`src/design/drt_pkg.sv`:
```
// Shared types, register map and bit positions for the dual reload down timer.
package drt_pkg;

    localparam int DEFAULT_COUNT_WIDTH = 32;
    localparam int WORD_WIDTH          = 32;

    typedef enum logic [1:0] {
        CMD_READ  = 2'd0,
        CMD_WRITE = 2'd1,
        CMD_TICK  = 2'd2,
        CMD_NONE  = 2'd3
    } cmd_t;

    localparam logic [2:0] REG_RELOAD0  = 3'd0;
    localparam logic [2:0] REG_RELOAD1  = 3'd1;
    localparam logic [2:0] REG_COUNT0   = 3'd2;
    localparam logic [2:0] REG_COUNT1   = 3'd3;
    localparam logic [2:0] REG_CONTROL  = 3'd4;
    localparam logic [2:0] REG_IRQ      = 3'd5;
    localparam logic [2:0] REG_UNUSED6  = 3'd6;
    localparam logic [2:0] REG_UNUSED7  = 3'd7;

    // Control word layout.
    localparam int CTL_EN0_BIT   = 31;
    localparam int CTL_MODE0_BIT = 30;
    localparam int CTL_EN1_BIT   = 29;
    localparam int CTL_MODE1_BIT = 28;

    // Interrupt word layout, including the init alias clear bits.
    localparam int IRQ_EN0_BIT       = 31;
    localparam int IRQ_EN1_BIT       = 30;
    localparam int IRQ_PEND0_BIT     = 29;
    localparam int IRQ_PEND1_BIT     = 28;
    localparam int IRQ_ALIAS_CLR0_BIT = 5;
    localparam int IRQ_ALIAS_CLR1_BIT = 4;

    typedef struct packed {
        logic tick;
        logic wr_reload;
        logic wr_count;
        logic wr_control;
        logic enable_val;
        logic mode_val;
        logic wr_irq;
        logic irq_en_val;
        logic clr_pending;
    } timer_cmd_t;

    typedef struct packed {
        logic enable;
        logic mode;
        logic irq_en;
        logic pending;
    } timer_status_t;

endpackage

```
`src/design/drt_req_if.sv`:
```
// Request channel carrying bus accesses and counting ticks.
interface drt_req_if;
    logic        valid;
    logic        ready;
    logic [1:0]  command;
    logic [2:0]  reg_index;
    logic [31:0] write_data;

    modport source (output valid, output command, output reg_index, output write_data,
                    input ready);
    modport sink   (input valid, input command, input reg_index, input write_data,
                    output ready);
endinterface

```
`src/design/drt_rsp_if.sv`:
```
// Response channel carrying read data, interrupt level and address error.
interface drt_rsp_if;
    logic        valid;
    logic        ready;
    logic [31:0] read_data;
    logic        irq;
    logic        bad_address;

    modport source (output valid, output read_data, output irq, output bad_address,
                    input ready);
    modport sink   (input valid, input read_data, input irq, input bad_address,
                    output ready);
endinterface

```
`src/design/dual_reload_down_timer.sv`:
```
// Top level of the dual reload down timer with its bus decode and result register.
// A result appears in the cycle after its request beat is accepted.
// One beat per cycle unless rsp stalls; the result register frees itself as it is taken.
// Reset clears both timers, all control bits and the result register.
// Timer state is updated at the accepting edge, so the next beat sees it at once.
module dual_reload_down_timer
    import drt_pkg::*;
#(
    parameter int COUNT_WIDTH = DEFAULT_COUNT_WIDTH
)
(
    input  logic      clk,
    input  logic      rst_n,
    drt_req_if.sink   req,
    drt_rsp_if.source rsp
);

    logic                   accept;
    cmd_t                   command;
    logic                   is_access;
    logic                   mapped;
    logic                   do_write;
    logic [COUNT_WIDTH-1:0] wdata_count;
    timer_cmd_t             tcmd0, tcmd1;
    logic [COUNT_WIDTH-1:0] reload0, reload1, count0, count1;
    timer_status_t          stat0, stat1;
    logic                   irq0_next, irq1_next;
    logic [31:0]            read_word;

    logic                   valid_reg;
    logic [31:0]            read_data_reg;
    logic                   irq_reg;
    logic                   bad_reg;

    assign req.ready   = !valid_reg || rsp.ready;
    assign accept      = req.valid && req.ready;
    assign command     = cmd_t'(req.command);
    assign is_access   = (command == CMD_READ) || (command == CMD_WRITE);
    assign mapped      = (req.reg_index != REG_UNUSED6) && (req.reg_index != REG_UNUSED7);
    assign do_write    = accept && (command == CMD_WRITE) && mapped;
    assign wdata_count = COUNT_WIDTH'(req.write_data);

    always_comb
    begin
        tcmd0 = '0;
        tcmd1 = '0;
        tcmd0.tick        = accept && (command == CMD_TICK);
        tcmd1.tick        = accept && (command == CMD_TICK);
        tcmd0.enable_val  = req.write_data[CTL_EN0_BIT];
        tcmd0.mode_val    = req.write_data[CTL_MODE0_BIT];
        tcmd1.enable_val  = req.write_data[CTL_EN1_BIT];
        tcmd1.mode_val    = req.write_data[CTL_MODE1_BIT];
        tcmd0.irq_en_val  = req.write_data[IRQ_EN0_BIT];
        tcmd1.irq_en_val  = req.write_data[IRQ_EN1_BIT];
        tcmd0.clr_pending = req.write_data[IRQ_PEND0_BIT] || req.write_data[IRQ_ALIAS_CLR0_BIT];
        tcmd1.clr_pending = req.write_data[IRQ_PEND1_BIT] || req.write_data[IRQ_ALIAS_CLR1_BIT];
        if (do_write)
        begin
            unique case (req.reg_index)
                REG_RELOAD0: tcmd0.wr_reload = 1'b1;
                REG_RELOAD1: tcmd1.wr_reload = 1'b1;
                REG_COUNT0:  tcmd0.wr_count  = 1'b1;
                REG_COUNT1:  tcmd1.wr_count  = 1'b1;
                REG_CONTROL:
                begin
                    tcmd0.wr_control = 1'b1;
                    tcmd1.wr_control = 1'b1;
                end
                REG_IRQ:
                begin
                    tcmd0.wr_irq = 1'b1;
                    tcmd1.wr_irq = 1'b1;
                end
                default: ;
            endcase
        end
    end

    drt_timer #(
        .COUNT_WIDTH (COUNT_WIDTH)
    ) u_timer0 (
        .clk      (clk),
        .rst_n    (rst_n),
        .cmd      (tcmd0),
        .wdata    (wdata_count),
        .reload   (reload0),
        .count    (count0),
        .status   (stat0),
        .irq_next (irq0_next)
    );

    drt_timer #(
        .COUNT_WIDTH (COUNT_WIDTH)
    ) u_timer1 (
        .clk      (clk),
        .rst_n    (rst_n),
        .cmd      (tcmd1),
        .wdata    (wdata_count),
        .reload   (reload1),
        .count    (count1),
        .status   (stat1),
        .irq_next (irq1_next)
    );

    always_comb
    begin
        read_word = '0;
        if (command == CMD_READ)
        begin
            unique case (req.reg_index)
                REG_RELOAD0: read_word = 32'(reload0);
                REG_RELOAD1: read_word = 32'(reload1);
                REG_COUNT0:  read_word = 32'(count0);
                REG_COUNT1:  read_word = 32'(count1);
                REG_CONTROL:
                begin
                    read_word[CTL_EN0_BIT]   = stat0.enable;
                    read_word[CTL_MODE0_BIT] = stat0.mode;
                    read_word[CTL_EN1_BIT]   = stat1.enable;
                    read_word[CTL_MODE1_BIT] = stat1.mode;
                end
                REG_IRQ:
                begin
                    read_word[IRQ_EN0_BIT]   = stat0.irq_en;
                    read_word[IRQ_EN1_BIT]   = stat1.irq_en;
                    read_word[IRQ_PEND0_BIT] = stat0.pending;
                    read_word[IRQ_PEND1_BIT] = stat1.pending;
                end
                default: read_word = '0;
            endcase
        end
    end

    always_ff @(posedge clk or negedge rst_n)
    begin
        if (!rst_n)
        begin
            valid_reg <= 1'b0;
        end
        else if (req.ready)
        begin
            valid_reg <= req.valid;
        end
    end

    always_ff @(posedge clk or negedge rst_n)
    begin
        if (!rst_n)
        begin
            read_data_reg <= '0;
            irq_reg       <= 1'b0;
            bad_reg       <= 1'b0;
        end
        else if (accept)
        begin
            read_data_reg <= read_word;
            irq_reg       <= irq0_next || irq1_next;
            bad_reg       <= is_access && !mapped;
        end
    end

    assign rsp.valid       = valid_reg;
    assign rsp.read_data   = read_data_reg;
    assign rsp.irq         = irq_reg;
    assign rsp.bad_address = bad_reg;

endmodule

```
`src/design/drt_timer.sv`:
```
// One down-counting timer with its reload, control and interrupt state.
module drt_timer
    import drt_pkg::*;
#(
    parameter int COUNT_WIDTH = DEFAULT_COUNT_WIDTH
)
(
    input  logic                   clk,
    input  logic                   rst_n,
    input  timer_cmd_t             cmd,
    input  logic [COUNT_WIDTH-1:0] wdata,
    output logic [COUNT_WIDTH-1:0] reload,
    output logic [COUNT_WIDTH-1:0] count,
    output timer_status_t          status,
    output logic                   irq_next
);

    logic [COUNT_WIDTH-1:0] reload_reg, reload_next;
    logic [COUNT_WIDTH-1:0] count_reg, count_next;
    timer_status_t          status_reg, status_next;
    logic                   expiring;

    assign expiring = (count_reg[COUNT_WIDTH-1:1] == '0);

    always_comb
    begin
        reload_next = reload_reg;
        count_next  = count_reg;
        status_next = status_reg;
        if (cmd.wr_reload)
        begin
            reload_next = wdata;
        end
        if (cmd.wr_count)
        begin
            count_next = wdata;
        end
        if (cmd.wr_control)
        begin
            status_next.enable = cmd.enable_val;
            status_next.mode   = cmd.mode_val;
        end
        if (cmd.wr_irq)
        begin
            status_next.irq_en = cmd.irq_en_val;
            if (cmd.clr_pending)
            begin
                status_next.pending = 1'b0;
            end
        end
        if (cmd.tick && status_reg.enable)
        begin
            if (expiring)
            begin
                status_next.pending = 1'b1;
                if (status_reg.mode)
                begin
                    count_next = reload_reg;
                end
                else
                begin
                    count_next         = '0;
                    status_next.enable = 1'b0;
                end
            end
            else
            begin
                count_next = count_reg - 1'b1;
            end
        end
    end

    always_ff @(posedge clk or negedge rst_n)
    begin
        if (!rst_n)
        begin
            reload_reg <= '0;
            count_reg  <= '0;
            status_reg <= '0;
        end
        else
        begin
            reload_reg <= reload_next;
            count_reg  <= count_next;
            status_reg <= status_next;
        end
    end

    assign reload   = reload_reg;
    assign count    = count_reg;
    assign status   = status_reg;
    assign irq_next = status_next.irq_en && status_next.pending;

endmodule
```
`src/flat_wrapper.sv`:
```
// flat-port wrapper written by rule: the top's interface ports become plain ports
module dual_reload_down_timer_flat import drt_pkg::*;
#(
    parameter int COUNT_WIDTH = DEFAULT_COUNT_WIDTH
)
  (clk, rst_n, req_valid, req_command, req_reg_index, req_write_data, req_ready, rsp_valid, rsp_read_data, rsp_irq, rsp_bad_address, rsp_ready);
  drt_req_if req_i ();
  drt_rsp_if rsp_i ();
  input  logic clk;
  input  logic rst_n;
  input wire logic [$bits(req_i.valid)-1:0] req_valid;
  input wire logic [$bits(req_i.command)-1:0] req_command;
  input wire logic [$bits(req_i.reg_index)-1:0] req_reg_index;
  input wire logic [$bits(req_i.write_data)-1:0] req_write_data;
  output wire logic [$bits(req_i.ready)-1:0] req_ready;
  output wire logic [$bits(rsp_i.valid)-1:0] rsp_valid;
  output wire logic [$bits(rsp_i.read_data)-1:0] rsp_read_data;
  output wire logic [$bits(rsp_i.irq)-1:0] rsp_irq;
  output wire logic [$bits(rsp_i.bad_address)-1:0] rsp_bad_address;
  input wire logic [$bits(rsp_i.ready)-1:0] rsp_ready;
  assign req_i.valid = req_valid;
  assign req_i.command = req_command;
  assign req_i.reg_index = req_reg_index;
  assign req_i.write_data = req_write_data;
  assign req_ready = req_i.ready;
  assign rsp_valid = rsp_i.valid;
  assign rsp_read_data = rsp_i.read_data;
  assign rsp_irq = rsp_i.irq;
  assign rsp_bad_address = rsp_i.bad_address;
  assign rsp_i.ready = rsp_ready;
  dual_reload_down_timer #(.COUNT_WIDTH(COUNT_WIDTH)) u_core (.clk(clk), .rst_n(rst_n), .req(req_i), .rsp(rsp_i));
endmodule
```
`config.mk`:
```
export PLATFORM = sky130hd
export DESIGN_NAME = dual_reload_down_timer_flat
export DESIGN_NICKNAME = d
export VERILOG_FILES = /design/src/design/drt_pkg.sv /design/src/design/drt_req_if.sv /design/src/design/drt_rsp_if.sv /design/src/design/dual_reload_down_timer.sv /design/src/design/drt_timer.sv /design/src/flat_wrapper.sv
export SDC_FILE = /design/constraint.sdc
export NUM_CORES = 1
export LEC_CHECK = 0
export BUFFER_PORTS_ARGS = -buffer_cell sky130_fd_sc_hd__buf_4
export CAP_MARGIN = 40
export CORE_AREA = 2 2 169 171
export CTS_BUF_LIST = sky130_fd_sc_hd__clkbuf_16
export CTS_CLUSTER_SIZE = 14
export DETAILED_ROUTE_END_ITERATION = 8
export DIE_AREA = 0 0 171 173
export PLACE_DENSITY_LB_ADDON = 0.15
export SLEW_MARGIN = 10
export SYNTH_ARGS = -nofsm -noshare
export SYNTH_HDL_FRONTEND = slang
export SYNTH_SLANG_ARGS = --single-unit
```
`constraint.sdc`:
```
create_clock -name clk -period 2.85 [get_ports clk]
set_clock_uncertainty 0.05 [all_clocks]
set_input_delay 0.1425 -clock clk [delete_from_list [all_inputs] [get_ports clk]]
set_output_delay 0.1425 -clock clk [all_outputs]
set_load 0.02 [all_outputs]
```
# Yosys cells after proc, flatten, opt, wreduce, memory -nomap -nowiden
# Cells that the tools add are included.
[totals]
regBits = 171
input_bits = 41
out_inout_bits = 36
elab_cells = 86
[op_classes]
addsub = 2
n_eq_ne = 9
n_mux = 36
reduce_logical = 23
[op_table]
columns = ["operator", "n"]
rows = [
  ["$mux W32", 9],
  ["$pmux W28 S4", 1],
  ["$sub A32 B1 Y32 const B", 2],
  ["$logic_not A31 Y1", 2],
  ["$pmux W4 S6", 1],
  ["$mux W1", 19],
  ["$logic_and A1 B1 Y1", 10],
  ["$mux W2", 4],
  ["$eq A3 B2 Y1 const B", 2],
  ["$eq A3 B3 Y1 const B", 2],
  ["$mux W3", 2],
  ["$ne A3 B3 Y1 const B", 2],
  ["$logic_or A1 B1 Y1", 5],
  ["$reduce_bool A2 Y1", 2],
  ["$eq A3 B1 Y1 const B", 1],
  ["$logic_not A3 Y1", 1],
  ["$eq A2 B1 Y1 const B", 1],
  ["$eq A2 B2 Y1 const B", 1],
  ["$logic_not A1 Y1", 2],
  ["$logic_not A2 Y1", 1],
]

# Depth between registers and ports, before layout
# Gate-level depths: netlist of the first run.
[depth]
depth_word = 11
mapped_depth = 9
mapped_depth_nobuf = 8

# By module
# A second synthesis of the first run with hierarchy kept.
[hier_totals]
cells_unflattened = 980
hier_area_um2 = 10146.0
[modules_own_cells]
columns = ["mod", "instances", "cells_per_inst", "area_per_inst_um2", "seq_area_each_um2"]
rows = [
  ["drt_timer", 2, 385, 3898.7, 1701.6],
  ["dual_reload_down_timer", 1, 210, 2348.5, 875.8],
]

# Worst setup path after synthesis of the first run
# OpenSTA, ideal clock, no wires.
[synth_timing]
path_type = "reg2reg"
from = "reg u_core.u_timer0.count_reg[0] (netlist: u_core.u_timer0.count[0])"
to = "reg u_core.u_timer0.count_reg[12] (netlist: u_core.u_timer0.count[12])"
setup_time_ns = 0.142
t_arrival_ns = 2.113
required_time_ns = 2.658
setup_slack_ns = 0.546
path_stages_with_launch = 10
path_buffers = 1
synth_period_minus_slack_ns = 2.304
cell_sequence = "dfrtp_1 inv_1 ha_1 or4b_1 or2_1 buf_6 or4_4 xnor2_2 nand2_1 a31oi_1"
[synth_via]
elab_chain_len = 3
[synth_lines]
columns = ["item", "line", "source"]
rows = [
  ["from (decl)", "drt_timer.sv:19", "logic [COUNT_WIDTH-1:0] count_reg, count_next;"],
  ["from (signal assigned)", "drt_timer.sv:84", "count_reg <= count_next;"],
  ["$sub A32 B1 Y32", "drt_timer.sv:68", "count_next = count_reg - 1'b1;"],
  ["$mux W32", "drt_timer.sv:53", "if (expiring)"],
  ["$mux W32", "drt_timer.sv:51", "if (cmd.tick && status_reg.enable)"],
]
# Every way passes these cells.
# A chain may end at the register's enable or synchronous reset.

# Final worst setup path of the first run
[layout_timing]
from = "reg u_core.u_timer0.count_reg[6] (netlist: u_core.u_timer0.count[6])"
to = "reg u_core.u_timer0.count_reg[8] (netlist: u_core.u_timer0.count[8])"
[layout_via]
elab_chain_len = 3
word_cells_on_any_way = 4
cone_classes = "add/sub (1); mux (2); reduce/logical (1)"
[layout_lines]
columns = ["item", "line"]
rows = [
  ["$sub A32 B1 Y32 or $logic_not A31 Y1 (tied branches)", "drt_timer.sv:68, drt_timer.sv:23"],
  ["$mux W32 *", "drt_timer.sv:53"],
  ["$mux W32 *", "drt_timer.sv:51"],
]
# Every way passes the cells marked *; elsewhere a longest branch is shown, timed or not.

==> impl_metrics.json, run 1 <==
{
  "worstSetupEndpointType": "register",
  "ios": 77,
  "initial_core_util_pct": 34.6,
  "cp.required_ps": 3120,
  "drt_wl_total_mm": 34.6,
  "n_antenna_cell": 0,
  "clk_pin_slew_ps": 80,
  "p_leak_nw": 5.08,
  "startpoint_type": "register",
  "place.gp.congestion": 0.872,
  "viasPerCell": 5.76,
  "critPathKind": "reg2reg",
  "cts_sinks": 171,
  "finalCritPeriodShare_pct": 88.8,
  "clock.fmax_ghz": 0.395,
  "cts_buffer_depth": 2,
  "track_usage_pct": 24.0,
  "clock_latency_ps": 440,
  "vdd_ir_drop_max_mv": 0.468,
  "synth_area_um2": 9570,
  "port_buffers": 76,
  "min_period_ps": 2530,
  "overflow": 0,
  "grt_pass1_vias": 8380,
  "wl_per_cell_um": 23.2,
  "slew_headroom_pct": 41.6,
  "fin_nets": 1146,
  "worst-endpoint-arrival_ps": 2800,
  "worstMarginPinSlew_ps": 876,
  "areaGrowthSynthToFinish_pct": 23.2,
  "rr_worst_depth": 8,
  "synth_top_area_cell": "dfrtp_1",
  "synth_area_leaders": "dfrtp_1, mux2_2, nand2_1",
  "hold_violations": 0,
  "crit_start": "u_core.u_timer0.count[6]$_DFFE_PN0P_",
  "drtAntennaViolNets": 0,
  "power_mw": 8.57,
  "drtIter0Drc": 886,
  "synth-main-ff-cell": "dfrtp_1",
  "syn_nets": 1033,
  "ys_seq_elements": 171,
  "fp.dieH_um": 173,
  "numCtsBuffers": 17,
  "core_um2": 27600,
  "ys_types": 66,
  "yosysWarnings": 0,
  "cts-resized-gates": 0,
  "die_w_um": 171,
  "drv_cap": 0,
  "status": "complete, no violations",
  "synth_edf_count": 0,
  "antenna_found_initial": 0,
  "slew_viol_final": 0,
  "rr_startpoint": "u_core.u_timer0.count[6]$_DFFE_PN0P_",
  "worstPathMaxFanout": 35,
  "netlist_instances": 990,
  "hpwl_mm": 24.6,
  "drc": 0,
  "setup_violations": 0,
  "htree_levels": 4,
  "synth_top_area_share_pct": 44.7,
  "grt_max_degree": 79,
  "holdPathStages": 3,
  "yosysMostFrequentCell": "dfrtp_1",
  "die-area_um2": 29600,
  "async_flop_share_pct": 100,
  "power_density_nw_per_um2": 727,
  "drt_first_pass_iters": 5,
  "cts_tree": "done",
  "syn_avg_cell_area_um2": 9.67,
  "synth_common_cells": "dfrtp_1, nand2_1, mux2_2",
  "cts-root-buf": "clkbuf_16",
  "vias": 8612,
  "grt_first_pass_wirelength_mm": 53.5,
  "fill_cells": 2757,
  "hold_path.class": "in2reg",
  "rsz0062_at_grt": "false",
  "finalCoreUtilization_pct": 42.7,
  "tns_ps": 0,
  "drive_above_1_share_pct": 23.3,
  "hp-start": "req_reg_index[2]",
  "synth_seq_area_share_pct": 44.7,
  "num_rows": 61
}
-- cells in the final DEF, fill, tap and decap left out, types with 9 or more instances in the layout --
cell,netlist,layout
a221oi_1,28,28
buf_4,3,133
nor4_1,21,20
dfrtp_1,171,171
nand4_1,12,12
a22o_1,27,27
nor2_1,59,57
dlygate4sd3_1,0,35
inv_1,10,11
nand3_1,10,10
xor2_1,32,32
a31oi_1,39,39
nand2_1,96,96
mux2_2,69,69
mux2i_1,24,24
xnor2_1,9,9
nor3_1,41,38
or3_1,15,15
a22oi_1,31,31
and3_1,12,12
clkbuf_16,0,17
o21ai_0,68,68
a21oi_1,32,32
-- metal layers --
metal	vias to the layer above	global-route usage [%]	wire length, µm
li1	3962	-	-
met1	4330	35.1	16400
met2	275	35.8	15500
met3	45	3.41	1740
met4	0	8.65	928
met5	-	0	0
-- through the flow --
step	instances	hold slack, ps	setup WS [ps]	instance area [µm²]
finish	1494	35.1	320	11800
global route	1494	55.4	81.4	11800
CTS	1493	3.03	329	11800
detailed placement	1427	186	328	10900
global placement	1427	195	384	10900
floorplan	990	-203	546	9570
-- worst paths after layout --
| kind | slack [ps] | endpoint |
|---|---|---|
| max in group asynchronous | 1650 | u_core.u_timer0.count[5]$_DFFE_PN0P_ |
| worst min-delay path | 40 | u_core.rsp.bad_address$_DFFE_PN0N_ |
| worst max register to register | 320 | u_core.u_timer0.count[8]$_DFFE_PN0P_ |
| min in group asynchronous | 260 | u_core.rsp.irq$_DFFE_PN0N_ |
| worst max-delay path | 320 | u_core.u_timer0.count[8]$_DFFE_PN0P_ |
| worst min register to register | 430 | u_core.rsp.read_data[14]$_DFFE_PN0N_ |
-- where the power goes --
part | leakage, nW | total (mW) | switching (mW) | internal, mW
Combinational | 2.57 | 2.45 | 1.27 | 1.18
Clock | 0.292 | 2.41 | 1.09 | 1.31
Sequential | 2.22 | 3.71 | 0.780 | 2.93
Total | 5.08 | 8.57 | 3.15 | 5.42
-- logic make-up after synthesis --
logic type,count (synthesis),synth area share (%)
XOR/XNOR,42,3.92
buffers and inverters,90,3.99
flip-flops,171,44.7
multiplexers,94,10.7
AO/OA/AOI/OAI,285,20.2
AND/OR/NAND/NOR,306,16.2
adder cells (fa/ha/maj),2,0.261
-- worst max-delay path: stages, from the launching register on --
cell and delay (ps):
dfrtp_1 460, nor4_2 280, buf_4 170, nand3_1 300, nor4_4 440, buf_12 250
a21oi_1 80, a311oi_1 270, nor3_1 90
-- timing repair --
action                     4_1_cts  5_1_grt
hold endpoints to repair       181        1
hold buffers                    34        1
setup endpoints to repair        0        0
setup buffers                    0        0
-- cell type report --
cell class	instances	area [µm²]	share of cell area, %
Sequential cell	171	4280	36.3
Timing Repair Buffer	174	1460	12.4
Clock buffer	17	425	3.61
Multi-Input combinational cell	729	4950	42.0
Clock inverter	15	166	1.41
Tap cell	378	473	4.01
Inverter	10	37.5	0.318
(Power assumes the default switching activity.)
==> run 2, diff against run 1 <==
- CELL_PAD_IN_SITES_DETAIL_PLACEMENT: default -> 0
- CELL_PAD_IN_SITES_GLOBAL_PLACEMENT: default -> 2
==> impl_metrics.json, run 2 (same netlist as run 1, synthesis figures left out) <==
{
  "clk_pin_slew_ps": 80,
  "cp.required_ps": 3110,
  "htree_levels": 4,
  "grt_max_degree": 79,
  "die-area_um2": 29600,
  "num_rows": 61,
  "cts_tree": "done",
  "cts-resized-gates": 0,
  "cts-root-buf": "clkbuf_16",
  "slew_headroom_pct": 52.9,
  "hpwl_mm": 26.1,
  "clockPowerShare_pct": 28.6,
  "tns_ps": 0,
  "worst-endpoint-arrival_ps": 2830,
  "drive_above_1_share_pct": 23.5,
  "clock.fmax_ghz": 0.389,
  "status": "complete, no violations",
  "worstPathMaxFanout": 36,
  "startpoint_type": "register",
  "final_common_cell": "dfrtp_1",
  "worstMarginPinSlew_ps": 706,
  "worstPathCellList": "nor4_1, nand2_1, nor4_4, buf_12, nor2_1, a311oi_1, nor3_1",
  "switching_share_pct": 37.1,
  "cts_buffer_depth": 2,
  "rsz0062_at_grt": "false",
  "finalCritPeriodShare_pct": 90.2,
  "cp_top_family": "simple AND/OR/NAND/NOR gates",
  "p_leak_nw": 5.08,
  "hold_path.class": "in2reg",
  "worstSetupEndpointType": "register",
  "track_usage_pct": 25.7,
  "setup_violations": 0,
  "cp_slowest_cell": "dfrtp_1",
  "power_density_nw_per_um2": 728,
  "core_um2": 27600,
  "critPathKind": "reg2reg",
  "antenna_found_initial": 1,
  "wl_per_cell_um": 25.0,
  "slew_viol_final": 0,
  "drt_first_pass_iters": 5,
  "grt_first_pass_wirelength_mm": 56.6,
  "overflow": 0,
  "vdd_ir_drop_max_mv": 0.414,
  "power_frac_seq_pct": 42.7,
  "grt_pass1_vias": 8581,
  "final_cell_mix": "dfrtp_1, buf_4, nand2_1, mux2_2, o21ai_0",
  "drtAntennaViolNets": 0,
  "slowest_delay_ps": 460,
  "drtIter0Drc": 753,
  "place.gp.congestion": 0.845,
  "drc": 0,
  "n_antenna_cell": 0,
  "finalCoreUtilization_pct": 42.9,
  "ios": 77,
  "vias": 8640,
  "drv_cap": 0,
  "die_w_um": 171,
  "clock_latency_ps": 440,
  "areaGrowthSynthToFinish_pct": 23.8,
  "numCtsBuffers": 17,
  "fill_cells": 2776,
  "viasPerCell": 5.79,
  "fin_nets": 1145,
  "port_buffers": 76,
  "switchingPower_mw": 3.20,
  "drt_wl_total_mm": 37.3,
  "fp.dieH_um": 173,
  "cts_sinks": 171,
  "initial_core_util_pct": 34.6,
  "comb_power_share_pct": 28.7,
  "min_period_ps": 2570,
  "hold_violations": 0,
  "critPathBufInv": 1,
  "p_int_mw": 5.43
}
## run 2: layer usage
layer | part of all wire (%) | global-route usage (%) | up-vias | routed length [µm]
met5 | 0.035 | 0 | - | 13
met4 | 1.4 | 6.14 | 2 | 534
met3 | 5.5 | 5.38 | 30 | 2040
met2 | 45 | 38.8 | 207 | 17000
met1 | 48 | 37.5 | 4446 | 17800
li1 | - | - | 3955 | -
## run 2: power by group through the flow
stage | Sequential (mW) | Clock [mW] | Combinational [mW]
floorplan | 3.40 | 0 | 1.76
global placement | 3.71 | 0 | 2.42
detailed placement | 3.71 | 0 | 2.42
CTS | 3.67 | 2.53 | 2.48
global route | 3.78 | 2.60 | 2.74
finish | 3.69 | 2.47 | 2.48
## run 2: stage by stage
step / area, µm² / std cells / hold WS [ps] / total power, mW / setup WS (ps)
after floorplan: 9570 / 990 / -203 / 5.16 / 546
after global placement: 10900 / 1426 / 187 / 6.12 / 359
after detailed placement: 10900 / 1427 / 186 / 6.13 / 318
after CTS: 11900 / 1493 / 5.00 / 8.67 / 298
after global routing: 11900 / 1493 / 21.9 / 9.12 / 90.3
final: 11900 / 1493 / 16.9 / 8.63 / 279
## run 2: path summary, 6_finish.rpt
path / start / end / slack, ps / cells past startpoint
min in group asynchronous: rst_n / u_core.rsp.read_data[27]$_DFFE_PN0N_ / 240 / 2
worst min-delay path: req_command[0] / u_core.rsp.read_data[26]$_DFFE_PN0N_ / 20 / 4
worst max register to register: u_core.u_timer0.count[12]$_DFFE_PN0P_ / u_core.u_timer0.count[9]$_DFFE_PN0P_ / 280 / 7
worst max-delay path: u_core.u_timer0.count[12]$_DFFE_PN0P_ / u_core.u_timer0.count[9]$_DFFE_PN0P_ / 280 / 7
worst min register to register: u_core.rsp.read_data[17]$_DFFE_PN0N_ / u_core.rsp.read_data[17]$_DFFE_PN0N_ / 440 / 2
max in group asynchronous: rst_n / u_core.u_timer0.reload[0]$_DFFE_PN0P_ / 1760 / 3
## run 2: cell type report
| class | instances | area (µm²) | area share [%] |
|---|---|---|---|
| tap | 378 | 473 | 3.99 |
| clock inverter | 15 | 173 | 1.46 |
| timing repair buffer | 173 | 1520 | 12.8 |
| inverter | 10 | 37.5 | 0.317 |
| sequential | 171 | 4280 | 36.1 |
| multi-input combinational | 729 | 4950 | 41.8 |
| clock buffer | 17 | 425 | 3.59 |
## run 2: what timing repair did
item / CTS / global route
endpoints found under the hold margin: 175 / 0
hold buffers: 34 / 0
setup buffers: 0 / 0
## run 2: worst register-to-register path, cell delays in order (launching register included)
cell	delay, ps
dfrtp_1	460
nor4_1	460
nand2_1	360
nor4_4	440
buf_12	250
nor2_1	100
a311oi_1	250
nor3_1	90
